File: src/design/assert_macros.svh
// Assertion macros shared by the queue RTL.
// Clock and active-low reset are passed in; no other dependencies.
`ifndef ASSERT_MACROS_SVH
`define ASSERT_MACROS_SVH

// Check that prop holds at every enabled clock edge.
`define ASSERT_ALWAYS(lbl, clk, rst_n, prop, msg) \
  lbl: assert property (@(posedge clk) disable iff (!rst_n) (prop)) else $error(msg);

// Check that cons holds in the same cycle whenever ante holds.
`define ASSERT_IMPL(lbl, clk, rst_n, ante, cons, msg) \
  lbl: assert property (@(posedge clk) disable iff (!rst_n) (ante) |-> (cons)) else $error(msg);

// Check that cons holds in the cycle after ante holds.
`define ASSERT_NEXT(lbl, clk, rst_n, ante, cons, msg) \
  lbl: assert property (@(posedge clk) disable iff (!rst_n) (ante) |=> (cons)) else $error(msg);

`endif

File: src/design/lqs_pkg.sv
// Shared types and constants for the linear queue with search.
// No dependencies; used by every module of the block but lqs_ram.
`timescale 1ns / 1ps
`default_nettype none

package lqs_pkg;

  localparam int DEPTH  = 16;
  localparam int IDX_W  = 5;
  localparam int ADDR_W = 4;
  localparam int DATA_W = 32;

  typedef enum logic [2:0] {
    KIND_INSERT = 3'd0,
    KIND_REMOVE = 3'd1,
    KIND_FIND   = 3'd2,
    KIND_READ   = 3'd3,
    KIND_COUNT  = 3'd4
  } kind_t;

  typedef enum logic [2:0] {
    ST_OK        = 3'd0,
    ST_FULL      = 3'd1,
    ST_EMPTY     = 3'd2,
    ST_NOT_FOUND = 3'd3,
    ST_BAD_POS   = 3'd4
  } status_t;

  typedef enum logic [2:0] {
    S_IDLE     = 3'd0,
    S_EXEC     = 3'd1,
    S_RDATA    = 3'd2,
    S_SCAN_RD  = 3'd3,
    S_SCAN_CMP = 3'd4,
    S_FIN      = 3'd5
  } state_t;

  typedef struct packed {
    logic clr;
    logic en;
  } match_ctl_t;

  typedef struct packed {
    status_t                  status;
    logic signed [DATA_W-1:0] item;
    logic [IDX_W-1:0]         slot;
    logic [IDX_W-1:0]         match_cnt;
    logic [IDX_W-1:0]         occupancy;
    logic                     last;
  } res_t;

endpackage

`default_nettype wire

File: src/design/lqs_ram.sv
// Generic single-write, single-read RAM with registered read data.
// No dependencies.
`timescale 1ns / 1ps
`default_nettype none

module lqs_ram #(
  parameter int WIDTH = 32,
  parameter int DEPTH = 16
) (
  input  wire logic                     clk,
  input  wire logic                     wr_en,
  input  wire logic [$clog2(DEPTH)-1:0] wr_addr,
  input  wire logic [WIDTH-1:0]         wr_data,
  input  wire logic                     rd_en,
  input  wire logic [$clog2(DEPTH)-1:0] rd_addr,
  output logic      [WIDTH-1:0]         rd_data
);

  logic [WIDTH-1:0] mem [DEPTH];

  always_ff @(posedge clk) begin
    if (wr_en) begin
      mem[wr_addr] <= wr_data;
    end
    if (rd_en) begin
      rd_data <= mem[rd_addr];
    end
  end

endmodule

`default_nettype wire

File: src/design/lqs_match.sv
// Shared compare unit: one word compare against the search key and a match counter.
// Depends on lqs_pkg.
`timescale 1ns / 1ps
`default_nettype none

module lqs_match (
  input  wire logic                              clk,
  input  wire logic                              rst_n,
  input  wire lqs_pkg::match_ctl_t               ctl,
  input  wire logic [lqs_pkg::DATA_W-1:0]        rd_data,
  input  wire logic signed [lqs_pkg::DATA_W-1:0] key,
  output logic                                   hit,
  output logic [lqs_pkg::IDX_W-1:0]              count
);

  logic [lqs_pkg::IDX_W-1:0] count_r;
  logic [lqs_pkg::IDX_W-1:0] count_nxt;

  assign hit = (rd_data == key);

  always_comb begin
    count_nxt = count_r;
    if (ctl.clr) begin
      count_nxt = '0;
    end else if (ctl.en && hit) begin
      count_nxt = count_r + lqs_pkg::IDX_W'(1);
    end
  end

  always_ff @(posedge clk) begin
    if (!rst_n) begin
      count_r <= '0;
    end else begin
      count_r <= count_nxt;
    end
  end

  assign count = count_r;

endmodule

`default_nettype wire

File: src/design/lqs_seq.sv
// Sequencer: head and tail pointers, slot scan and result building.
// Depends on lqs_pkg and assert_macros.svh.
`timescale 1ns / 1ps
`default_nettype none
`include "assert_macros.svh"

module lqs_seq (
  input  wire logic                              clk,
  input  wire logic                              rst_n,
  input  wire logic                              in_fire,
  input  wire lqs_pkg::kind_t                    in_kind,
  input  wire logic signed [lqs_pkg::DATA_W-1:0] in_value,
  input  wire logic [lqs_pkg::IDX_W-1:0]         in_pos,
  output logic                                   in_ready,
  input  wire logic                              can_load,
  output logic                                   emit,
  output lqs_pkg::res_t                          res,
  output logic                                   wr_en,
  output logic [lqs_pkg::ADDR_W-1:0]             wr_addr,
  output logic                                   rd_en,
  output logic [lqs_pkg::ADDR_W-1:0]             rd_addr,
  input  wire logic [lqs_pkg::DATA_W-1:0]        rd_data,
  output lqs_pkg::match_ctl_t                    mctl,
  output logic signed [lqs_pkg::DATA_W-1:0]      key,
  input  wire logic                              hit,
  input  wire logic [lqs_pkg::IDX_W-1:0]         count
);

  lqs_pkg::state_t                  state_r, state_nxt;
  logic [lqs_pkg::IDX_W-1:0]        head_r, head_nxt;
  logic [lqs_pkg::IDX_W-1:0]        tail_r, tail_nxt;
  logic [lqs_pkg::IDX_W-1:0]        scan_r, scan_nxt;
  logic                             pend_vld_r, pend_vld_nxt;
  logic [lqs_pkg::IDX_W-1:0]        pend_slot_r, pend_slot_nxt;
  lqs_pkg::kind_t                   kind_r;
  logic signed [lqs_pkg::DATA_W-1:0] value_r;
  logic [lqs_pkg::IDX_W-1:0]        pos_r;

  logic                             full;
  logic                             empty;
  logic                             pos_ok;
  logic                             last_scan;
  logic                             scan_stall;
  logic [lqs_pkg::IDX_W-1:0]        scan_m1;
  logic [lqs_pkg::IDX_W-1:0]        pos_m1;

  assign full       = (tail_r == lqs_pkg::IDX_W'(lqs_pkg::DEPTH));
  assign empty      = (head_r == tail_r);
  assign pos_ok     = (pos_r > head_r) && (pos_r <= tail_r);
  assign last_scan  = (scan_r == tail_r);
  assign scan_stall = (kind_r == lqs_pkg::KIND_FIND) && hit && pend_vld_r && !can_load;
  assign scan_m1    = scan_r - lqs_pkg::IDX_W'(1);
  assign pos_m1     = pos_r - lqs_pkg::IDX_W'(1);
  assign in_ready   = (state_r == lqs_pkg::S_IDLE);
  assign key        = value_r;

  always_comb begin
    state_nxt = state_r;
    case (state_r)
      lqs_pkg::S_IDLE: begin
        if (in_fire) begin
          state_nxt = lqs_pkg::S_EXEC;
        end
      end
      lqs_pkg::S_EXEC: begin
        case (kind_r)
          lqs_pkg::KIND_INSERT: begin
            if (can_load) begin
              state_nxt = lqs_pkg::S_IDLE;
            end
          end
          lqs_pkg::KIND_REMOVE: begin
            if (!empty) begin
              state_nxt = lqs_pkg::S_RDATA;
            end else if (can_load) begin
              state_nxt = lqs_pkg::S_IDLE;
            end
          end
          lqs_pkg::KIND_READ: begin
            if (pos_ok) begin
              state_nxt = lqs_pkg::S_RDATA;
            end else if (can_load) begin
              state_nxt = lqs_pkg::S_IDLE;
            end
          end
          lqs_pkg::KIND_FIND, lqs_pkg::KIND_COUNT: begin
            state_nxt = empty ? lqs_pkg::S_FIN : lqs_pkg::S_SCAN_RD;
          end
          default: begin
            state_nxt = lqs_pkg::S_IDLE;
          end
        endcase
      end
      lqs_pkg::S_RDATA: begin
        if (can_load) begin
          state_nxt = lqs_pkg::S_IDLE;
        end
      end
      lqs_pkg::S_SCAN_RD: begin
        state_nxt = lqs_pkg::S_SCAN_CMP;
      end
      lqs_pkg::S_SCAN_CMP: begin
        if (!scan_stall) begin
          state_nxt = last_scan ? lqs_pkg::S_FIN : lqs_pkg::S_SCAN_RD;
        end
      end
      lqs_pkg::S_FIN: begin
        if (can_load) begin
          state_nxt = lqs_pkg::S_IDLE;
        end
      end
      default: begin
        state_nxt = lqs_pkg::S_IDLE;
      end
    endcase
  end

  always_comb begin
    emit          = 1'b0;
    res           = '0;
    res.status    = lqs_pkg::ST_OK;
    res.last      = 1'b1;
    wr_en         = 1'b0;
    wr_addr       = tail_r[lqs_pkg::ADDR_W-1:0];
    rd_en         = 1'b0;
    rd_addr       = head_r[lqs_pkg::ADDR_W-1:0];
    mctl          = '0;
    head_nxt      = head_r;
    tail_nxt      = tail_r;
    scan_nxt      = scan_r;
    pend_vld_nxt  = pend_vld_r;
    pend_slot_nxt = pend_slot_r;
    case (state_r)
      lqs_pkg::S_EXEC: begin
        case (kind_r)
          lqs_pkg::KIND_INSERT: begin
            if (can_load) begin
              emit = 1'b1;
              if (full) begin
                res.status = lqs_pkg::ST_FULL;
              end else begin
                wr_en    = 1'b1;
                tail_nxt = tail_r + lqs_pkg::IDX_W'(1);
              end
            end
          end
          lqs_pkg::KIND_REMOVE: begin
            if (!empty) begin
              rd_en = 1'b1;
            end else if (can_load) begin
              emit       = 1'b1;
              res.status = lqs_pkg::ST_EMPTY;
            end
          end
          lqs_pkg::KIND_READ: begin
            rd_addr = pos_m1[lqs_pkg::ADDR_W-1:0];
            if (pos_ok) begin
              rd_en = 1'b1;
            end else if (can_load) begin
              emit       = 1'b1;
              res.status = lqs_pkg::ST_BAD_POS;
            end
          end
          lqs_pkg::KIND_FIND, lqs_pkg::KIND_COUNT: begin
            mctl.clr     = 1'b1;
            pend_vld_nxt = 1'b0;
            scan_nxt     = head_r + lqs_pkg::IDX_W'(1);
          end
          default: begin
          end
        endcase
      end
      lqs_pkg::S_RDATA: begin
        if (can_load) begin
          emit     = 1'b1;
          res.item = rd_data;
          if (kind_r == lqs_pkg::KIND_REMOVE) begin
            head_nxt = head_r + lqs_pkg::IDX_W'(1);
          end
        end
      end
      lqs_pkg::S_SCAN_RD: begin
        rd_en   = 1'b1;
        rd_addr = scan_m1[lqs_pkg::ADDR_W-1:0];
      end
      lqs_pkg::S_SCAN_CMP: begin
        if (!scan_stall) begin
          mctl.en  = 1'b1;
          scan_nxt = scan_r + lqs_pkg::IDX_W'(1);
          if ((kind_r == lqs_pkg::KIND_FIND) && hit) begin
            emit          = pend_vld_r;
            res.slot      = pend_slot_r;
            res.last      = 1'b0;
            pend_vld_nxt  = 1'b1;
            pend_slot_nxt = scan_r;
          end
        end
      end
      lqs_pkg::S_FIN: begin
        if (can_load) begin
          emit = 1'b1;
          if (kind_r == lqs_pkg::KIND_COUNT) begin
            res.match_cnt = count;
          end else if (pend_vld_r) begin
            res.slot = pend_slot_r;
          end else begin
            res.status = lqs_pkg::ST_NOT_FOUND;
          end
        end
      end
      default: begin
      end
    endcase
    res.occupancy = tail_nxt - head_nxt;
  end

  always_ff @(posedge clk) begin
    if (!rst_n) begin
      state_r    <= lqs_pkg::S_IDLE;
      head_r     <= '0;
      tail_r     <= '0;
      pend_vld_r <= 1'b0;
    end else begin
      state_r    <= state_nxt;
      head_r     <= head_nxt;
      tail_r     <= tail_nxt;
      pend_vld_r <= pend_vld_nxt;
    end
  end

  always_ff @(posedge clk) begin
    scan_r      <= scan_nxt;
    pend_slot_r <= pend_slot_nxt;
    if (in_fire) begin
      kind_r  <= in_kind;
      value_r <= in_value;
      pos_r   <= in_pos;
    end
  end

  `ASSERT_ALWAYS(a_head_le_tail, clk, rst_n, head_r <= tail_r, "head passed tail")
  `ASSERT_ALWAYS(a_tail_le_depth, clk, rst_n, tail_r <= lqs_pkg::IDX_W'(lqs_pkg::DEPTH), "tail beyond depth")
  `ASSERT_IMPL(a_emit_room, clk, rst_n, emit, can_load, "result emitted into a full output stage")
  `ASSERT_IMPL(a_scan_live, clk, rst_n, state_r == lqs_pkg::S_SCAN_CMP, (scan_r > head_r) && (scan_r <= tail_r), "scan outside live slots")
  `ASSERT_NEXT(a_fire_exec, clk, rst_n, in_fire, state_r == lqs_pkg::S_EXEC, "accepted transaction not executed")

endmodule

`default_nettype wire

File: src/design/linear_queue_with_search.sv
// Linear queue with search: a non-circular array queue of signed words.
// Slots are addressed 1 to DEPTH. Inserts are refused once the tail reaches
// DEPTH, even after removals. Input transactions carry the operation in
// in_tuser (insert, remove, find, read at position, count) and the value and
// position in in_tdata. Each result carries status in out_tuser, item, slot,
// match count and occupancy in out_tdata, and out_tlast on the final result.
// One transaction is handled at a time; in_tready is high only when idle.
// Insert writes at the tail; remove or read performs one RAM read, a rejected
// remove or read none, and find or count reads and compares each live slot
// through the single RAM read port and the shared word comparator. Find
// emits one result per match, or one not-found result. A result sits in an
// output register, so the next transaction is accepted while it waits.
// The sequencer holds a result while the output register waits; none is lost.
// Reset clears head, tail and control state; slot contents are undefined
// until written and are never read before that.
// Depends on lqs_pkg, lqs_seq, lqs_match and lqs_ram.
`timescale 1ns / 1ps
`default_nettype none

module linear_queue_with_search (
  input  wire logic        clk,
  input  wire logic        rst_n,
  input  wire logic        in_tvalid,
  output logic             in_tready,
  input  wire logic [39:0] in_tdata,   // value[31:0], position[36:32], zero pad
  input  wire logic [2:0]  in_tuser,   // kind[2:0]
  output logic             out_tvalid,
  input  wire logic        out_tready,
  output logic [47:0]      out_tdata,  // item[31:0], slot[36:32], matches_res[41:37],
                                       // occupancy[46:42], zero pad
  output logic [2:0]       out_tuser,  // status[2:0]
  output logic             out_tlast
);

  logic                                   in_fire;
  logic                                   in_ready;
  logic                                   can_load;
  logic                                   emit;
  lqs_pkg::res_t                          res;
  logic                                   wr_en;
  logic [lqs_pkg::ADDR_W-1:0]             wr_addr;
  logic                                   rd_en;
  logic [lqs_pkg::ADDR_W-1:0]             rd_addr;
  logic [lqs_pkg::DATA_W-1:0]             rd_data;
  lqs_pkg::match_ctl_t                    mctl;
  logic signed [lqs_pkg::DATA_W-1:0]      key;
  logic                                   hit;
  logic [lqs_pkg::IDX_W-1:0]              count;

  logic                                   out_vld_r, out_vld_nxt;
  lqs_pkg::res_t                          out_res_r;

  assign in_tready = in_ready;
  assign in_fire   = in_tvalid && in_ready;
  assign can_load  = !out_vld_r || out_tready;

  lqs_seq u_seq (
    .clk      (clk),
    .rst_n    (rst_n),
    .in_fire  (in_fire),
    .in_kind  (lqs_pkg::kind_t'(in_tuser)),
    .in_value (in_tdata[31:0]),
    .in_pos   (in_tdata[36:32]),
    .in_ready (in_ready),
    .can_load (can_load),
    .emit     (emit),
    .res      (res),
    .wr_en    (wr_en),
    .wr_addr  (wr_addr),
    .rd_en    (rd_en),
    .rd_addr  (rd_addr),
    .rd_data  (rd_data),
    .mctl     (mctl),
    .key      (key),
    .hit      (hit),
    .count    (count)
  );

  lqs_match u_match (
    .clk     (clk),
    .rst_n   (rst_n),
    .ctl     (mctl),
    .rd_data (rd_data),
    .key     (key),
    .hit     (hit),
    .count   (count)
  );

  lqs_ram #(
    .WIDTH (lqs_pkg::DATA_W),
    .DEPTH (lqs_pkg::DEPTH)
  ) u_ram (
    .clk     (clk),
    .wr_en   (wr_en),
    .wr_addr (wr_addr),
    .wr_data (key),
    .rd_en   (rd_en),
    .rd_addr (rd_addr),
    .rd_data (rd_data)
  );

  always_comb begin
    out_vld_nxt = out_vld_r;
    if (emit) begin
      out_vld_nxt = 1'b1;
    end else if (out_tready) begin
      out_vld_nxt = 1'b0;
    end
  end

  always_ff @(posedge clk) begin
    if (!rst_n) begin
      out_vld_r <= 1'b0;
    end else begin
      out_vld_r <= out_vld_nxt;
    end
  end

  always_ff @(posedge clk) begin
    if (emit) begin
      out_res_r <= res;
    end
  end

  assign out_tvalid = out_vld_r;
  assign out_tdata  = {1'b0, out_res_r.occupancy, out_res_r.match_cnt,
                       out_res_r.slot, out_res_r.item};
  assign out_tuser  = out_res_r.status;
  assign out_tlast  = out_res_r.last;

endmodule

`default_nettype wire
File: config.mk
export PLATFORM = sky130hd
export DESIGN_NAME = linear_queue_with_search
export DESIGN_NICKNAME = d
export VERILOG_FILES = /design/src/design/lqs_pkg.sv /design/src/design/lqs_ram.sv /design/src/design/lqs_match.sv /design/src/design/lqs_seq.sv /design/src/design/linear_queue_with_search.sv
export VERILOG_INCLUDE_DIRS = /design/src /design/src/design
export SDC_FILE = /design/constraint.sdc
export NUM_CORES = 1
export LEC_CHECK = 0
export ABC_CLOCK_PERIOD_IN_PS = 13200
export BUFFER_PORTS_ARGS = -buffer_cell sky130_fd_sc_hd__buf_2
export CORE_MARGIN = 8
export CORE_UTILIZATION = 60
export DETAILED_ROUTE_END_ITERATION = 7
export GPL_TIMING_DRIVEN = 0
export PLACE_DENSITY_LB_ADDON = 0.08
export SETUP_SLACK_MARGIN = 0.5
export SLEW_MARGIN = 20
export SYNTH_ARGS = -nofsm -noshare
export SYNTH_HDL_FRONTEND = slang
export SYNTH_HIERARCHICAL = 1
export SYNTH_SLANG_ARGS = --single-unit
File: constraint.sdc
create_clock -name clk -period 13.2 [get_ports clk]
set_input_delay 1.32 -clock clk [delete_from_list [all_inputs] [get_ports clk]]
set_output_delay 1.32 -clock clk [all_outputs]
set_load 0.01 [all_outputs]
---- Word level (Yosys, flattened, before mapping) ----
Memories as Yosys holds them, arrays and structs flattened. A register that Yosys moved wholly into a read port is not among the register bits.
Index checks and enable logic that the tools add are counted.
operators by class
  reductions and logical operators ........ 23
  $lt $le $gt $ge ......................... 2
  equality and inequality tests ........... 17
  muxes and demuxes ....................... 67
  bitwise logic cells ..................... 3
  add/subtract/negate cells ............... 7
operator list
  kind                 number
  $mux 5               14
  $mux 3               12
  $eq 32x32->1         1
  $mux 1               24
  $add 5x1->5 const B  4
  $pmux 5 s2           2
  $pmux 3 s5           1
  $eq 3x2->1 const B   4
  $pmux 3 s4           1
  $eq 5x5->1           2
  $mux 10              1
  $eq 3x3->1 const B   3
  $pmux 3 s3           1
  $reduce_and 3->1     3
  $pmux 4 s2           1
  $reduce_or 2->1      4
  $sub 4x1->4 const B  2
  $eq 3x1->1 const B   2
  $logic_and 1x1->1    6
  $logic_not 3->1      2
  $mux 2               3
  $ne 2x2->1 const B   3
  $pmux 1 s2           3
  $pmux 1 s3           2
  other kinds (13)     18
word-level totals
  output and inout port bits .............. 54
  input bits .............................. 47
  flip-flop bits (word level) ............. 121
  RAM bits ................................ 512
  memories ................................ 1
memories
  name       words  bits a word  read ports  clocked after Yosys merged registers in  write ports  RTL line       source
  u_ram.mem  16     32           1           1                                        1            lqs_ram.sv:19  logic [WIDTH-1:0] mem [DEPTH];

---- Depth between registers and ports, before layout ----
  depth in word-level cells ............... 7
  gate-level depth with buffers ........... 13
  depth with buffers taken out ............ 12

---- Modules after synthesis ----
The synthesis kept the hierarchy.
modules (own cells, without submodules)
  module                    area each (um2)  times used  cells an instance  seq. area each (um2)
  lqs_ram                   20155.6          1           838                16335.7
  lqs_seq                   3731.1           1           354                1781.7
  linear_queue_with_search  1597.8           1           58                 1551.5
  lqs_match                 684.4            1           72                 100.1

---- Least setup slack after synthesis ----
No wires, ideal clock.
  path kind ............................... input to register
  from .................................... in out_tready
  to ...................................... mem u_ram.mem[0][0], enable pin
  stages .................................. 6
  slack ................................... 7.982 ns
  arrival ................................. 4.757 ns
  path through ............................ nand2b_4 -> clkbuf_1 -> nand3_1 -> nor2_1 -> or3b_2 -> nor3_1
between the ends
  cells in the longest elaborated chain, start to end .. 6
ends and longest elaborated chain
  element                       RTL line                        source
  start: declaration            linear_queue_with_search.sv:28  input wire logic out_tready,
  $logic_or 1x1->1              linear_queue_with_search.sv:55  assign can_load = !out_vld_r || out_tready;
  $mux 1                        lqs_seq.sv:137                  if (can_load) begin
  $mux 1                        lqs_seq.sv:135                  case (kind_r)
  $mux 1                        lqs_seq.sv:133                  case (state_r)
  via wr_en                     linear_queue_with_search.sv:40  logic wr_en;
  $mux 1                        lqs_ram.sv:22                   if (wr_en) begin
  $mux 1 (implied by the code)  lqs_ram.sv:23                   mem[wr_addr] <= wr_data;
  end: declaration              lqs_ram.sv:19
The timed path passes the listed nets, and every way through them passes these cells.

---- Worst setup path in the final report ----
  from .................................... in out_tready
  to ...................................... mem u_ram.mem[4][13], enable pin
between the ends
  cells in the longest elaborated chain, start to end .. 6
ends and longest elaborated chain
  element                       RTL line                        source
  $logic_or 1x1->1              linear_queue_with_search.sv:55
  via can_load                  linear_queue_with_search.sv:37  logic can_load;
  $mux 1                        lqs_seq.sv:137
  $mux 1                        lqs_seq.sv:135
  $mux 1                        lqs_seq.sv:133
  via wr_en                     linear_queue_with_search.sv:40
  $mux 1                        lqs_ram.sv:22
  $mux 1 (implied by the code)  lqs_ram.sv:23
The timed path passes the listed nets, and every way through them passes these cells.

==> flow_summary_export.csv <==
group,metric,value,unit
final_layout,diodes,0,
setup_path,reg2regPathDepth,11,
setup_path,r2r-end,"u_ram/rd_data[7]$_DFFE_PP_",
setup_path,cp_max_fo,10,
power,pwr-share-clk,43.1,%
setup_path,rr_startpoint,"u_seq/state_r[0]$_SDFFE_PN0P_",
final_layout,final_common_cell,"edfxtp_1",
die,fp.dieH,225,um
route,drtPass1Iterations,5,
clock_tree,clockBufferDepth,3,
setup_path,end_kind,"register",
timing,period_needed,3860,ps
synthesis,synth_area,26200,um2
placement,pre_cts_slack,8760,ps
timing,tightest_slew,978,ps
synthesis,syn_area_per_cell,19.8,um2
timing,max_freq,259,MHz
clock_tree,h-tree-depth,3,
global_route,overflow,0,
final_layout,final_cell_mix,"645 x edfxtp_1, 128 x mux4_2, 107 x buf_2",
final_layout,postLayoutCoreUtil,70.8,%
final_layout,nFillCells,2594,
route,dr.max_layer_used,"met4",
synthesis,ys_seq_elements,665,
power,power,4.53,mW
power,p_per_area,149,nW/um2
placement,port_buffers,96,
power,cell_internal_pwr,3.60,mW
worst_hold_path,hold_start,"u_seq/scan_r[2]$_DFFE_PP_",
placement,place_inst,2043,
route,wirelength,58700,um
timing,fin_skew,25.8,ps
synthesis,yosys_warnings,6,
setup_path,critical_path_class,"input port to register",
setup_path,startpoint_type,"input port",
route,postRouteAntennaNets,0,
die,dieArea,50600,um2
power,switching_power,0.931,mW
timing,fin_crit_sh,29.2,%
final_layout,final_layout_size_suffix_gt1_share,27.8,%
run,maxCapViolations,0,
route,remaining_drc_errors,0,
route,wl_met1,24100,um
timing,setup_tns,0,ps
setup_path,crit_required,13500,ps
clock_tree,clk_pin_slew,60,ps
worst_hold_path,hp-class,"register to register",
placement,place_area,28200,um2
global_route,grt_max_degree,45,
route,wl_met3,4520,um
timing,finalSetupViolCount,0,
synthesis,synth_edf_count,645,
final_layout,fin_area,30500,um2
timing,timing.final.ws_setup,9340,ps
power,worst_ir_drop_vdd,118,uV
die,die_width,225,um
global_route,grt_pass1_vias,13680,
worst_hold_path,min_to,"u_seq/pend_slot_r[2]$_DFFE_PP_",
clock_tree,root_buffer,"clkbuf_16",
clock_tree,clk_latency,600,ps
synthesis,yosysSeqAreaShare,75.5,%
clock_tree,cts_sinks,665,
timing,slew_viol_final,0,
power,switching_share,20.5,%
timing,hold_viol,0,
timing,maxSlewHeadroom,34.8,%
clock_tree,hold_buffers,0,
power,power.leakage,9.93,nW
die,core,43100,um2
final_layout,syn_to_final_growth,16.6,%
clock_tree,postCtsSetupRepairBufs,0,
synthesis,synth_nets,1391,
route,via_count,13306,
synthesis,synthesis.instances,1322,
route,wl_per_cell,27.1,um
timing,holdWs,450,ps
placement,hpwl,38400,um
synthesis,ys_types,71,
clock_tree,cts_tree,"done",
outcome,status,"complete, no violations",
timing,rsz0062_at_grt,"no",
route,vias_per_cell,6.15,
setup_path,worst-r2r-setup-slack,9430,ps
die,initial_utilization,60.7,%
power,p_comb_share,3.6,%
route,drt_iter0_drc,1315,
worst_hold_path,whs_path_depth,0,
global_route,grt_pass1_wl,87400,um
die,rows,76,
global_route,antenna_found_initial,0,
setup_path,crit_arrival,4150,ps
final_layout,nets,1596,
final_layout,instances_no_fill,2164,
clock_tree,cts_buffers,67,
global_route,grtUsageTotal,23.7,%
route,dr_wl_met2,28600,um
placement,place_congestion,0.860,
clock_tree,post_cts_resized,0,
power,sequentialPowerShare,53.3,%
die,pin_count,101,
synthesis,synth_ff_type,"edfxtp_1",
synthesis,ys_async_sr_fraction,0,%
## cells in the mapped netlist (all sizes together) (2+ instances only)
library cell	number	area [um2]
edfxtp	645	19400
and3	3	18.8
nor4	9	113
mux2i	2	20.0
a22oi	64	480
buf	40	235
a211oi	2	15.0
or4	3	22.5
dfxtp	20	400
and4	2	18.8
nand3	12	60.1
nand3b	3	22.5
a21o	3	22.5
nand2b	10	77.6
clkbuf	29	110
nor2b	10	62.6
o32ai	2	17.5
nor3	14	75.1
mux4	128	2880
nor3b	2	15.0
o31ai	5	37.5
xor2	42	368
a21boi	2	18.8
nand2	50	193
o21a	2	15.0
a21oi	21	105
o21ai	10	50.1
mux2	3	33.8
and2	50	313
and2b	2	15.0
inv	23	86.3
ha	21	263
nand4	8	86.3
xnor2	20	183
nor2	37	139
## kinds of logic (layout without fill, tap and decap cells)
logic type | Yosys count | after routing | share of synthesized area, %
AOI/OAI and AO/OA | 126 | 126 | 3.40
xor gates and xnor gates | 63 | 63 | 2.19
DFF | 665 | 665 | 75.5
and+or+nand+nor | 220 | 220 | 4.89
adders and majority gates | 22 | 22 | 1.08
muxes | 133 | 133 | 11.2
buffers and inverters | 92 | 349 | 1.65
other | 1 | 1 | 0.0143
## power by group through the flow
stage / Clock [mW] / Combinational, mW / Sequential [mW]
after floorplan: 0 / 0.0931 / 2.45
after global placement: 0 / 0.155 / 2.46
after detailed placement: 0 / 0.165 / 2.46
after CTS: 1.98 / 0.166 / 2.42
after global routing: 2.06 / 0.178 / 2.42
final: 1.95 / 0.165 / 2.42
## registers in the layout, indices dropped and copies added, names as in the netlist
| register | count |
|---|---|
| u_seq/pend_vld_r | 1 |
| out_tdata | 47 |
| u_seq/pend_slot_r | 5 |
| u_seq/pos_r | 5 |
| u_seq/key | 32 |
| u_ram/mem | 512 |
| u_seq/state_r | 3 |
| u_seq/head_r | 5 |
| out_tlast | 1 |
| out_tuser | 3 |
| out_tvalid | 1 |
| u_ram/rd_data | 32 |
| u_seq/scan_r | 5 |
| u_match/count | 5 |
| u_seq/kind_r | 3 |
| u_seq/tail_r | 5 |
## worst max-delay path by stage
stage                          start                          to  slack, ps
after floorplan           out_tready   u_ram/mem[0][0]$_DFFE_PP_       7980
after global routing      out_tready  u_ram/mem[4][10]$_DFFE_PP_       9220
after global placement    out_tready  u_ram/mem[0][14]$_DFFE_PP_       5220
after detailed placement  out_tready  u_ram/mem[4][16]$_DFFE_PP_       8760
final                     out_tready  u_ram/mem[4][13]$_DFFE_PP_       9340
after CTS                 out_tready  u_ram/mem[4][10]$_DFFE_PP_       9390
## layer usage
layer | vias up | GRT usage (%)
li1 | 5729 | -
met1 | 6945 | 32.9
met2 | 548 | 38.0
met3 | 84 | 4.91
met4 | 0 | 7.22
met5 | - | 0
## worst max-delay path: stages
cell      delay, ps
buf_2            80
nand2b_4        150
clkbuf_1        350
nand3_1         140
nor2_1          380
nand3b_1        380
nor3_2          630
buf_6           250
buf_4           220
buf_4           230
## cell type report
type                            instances  area, um2  area share [%]
Sequential cell                       665      19800            64.8
Multi-Input combinational cell        565       6100            20.0
Clock buffer                           80       1790            5.87
Timing Repair Buffer                  136       1190            3.92
Tap cell                              585        732            2.40
Clock inverter                         41        488            1.60
Buffer                                 69        345            1.13
Inverter                               23       86.3           0.283
No activity file was read; power rests on OpenSTA's default activity.
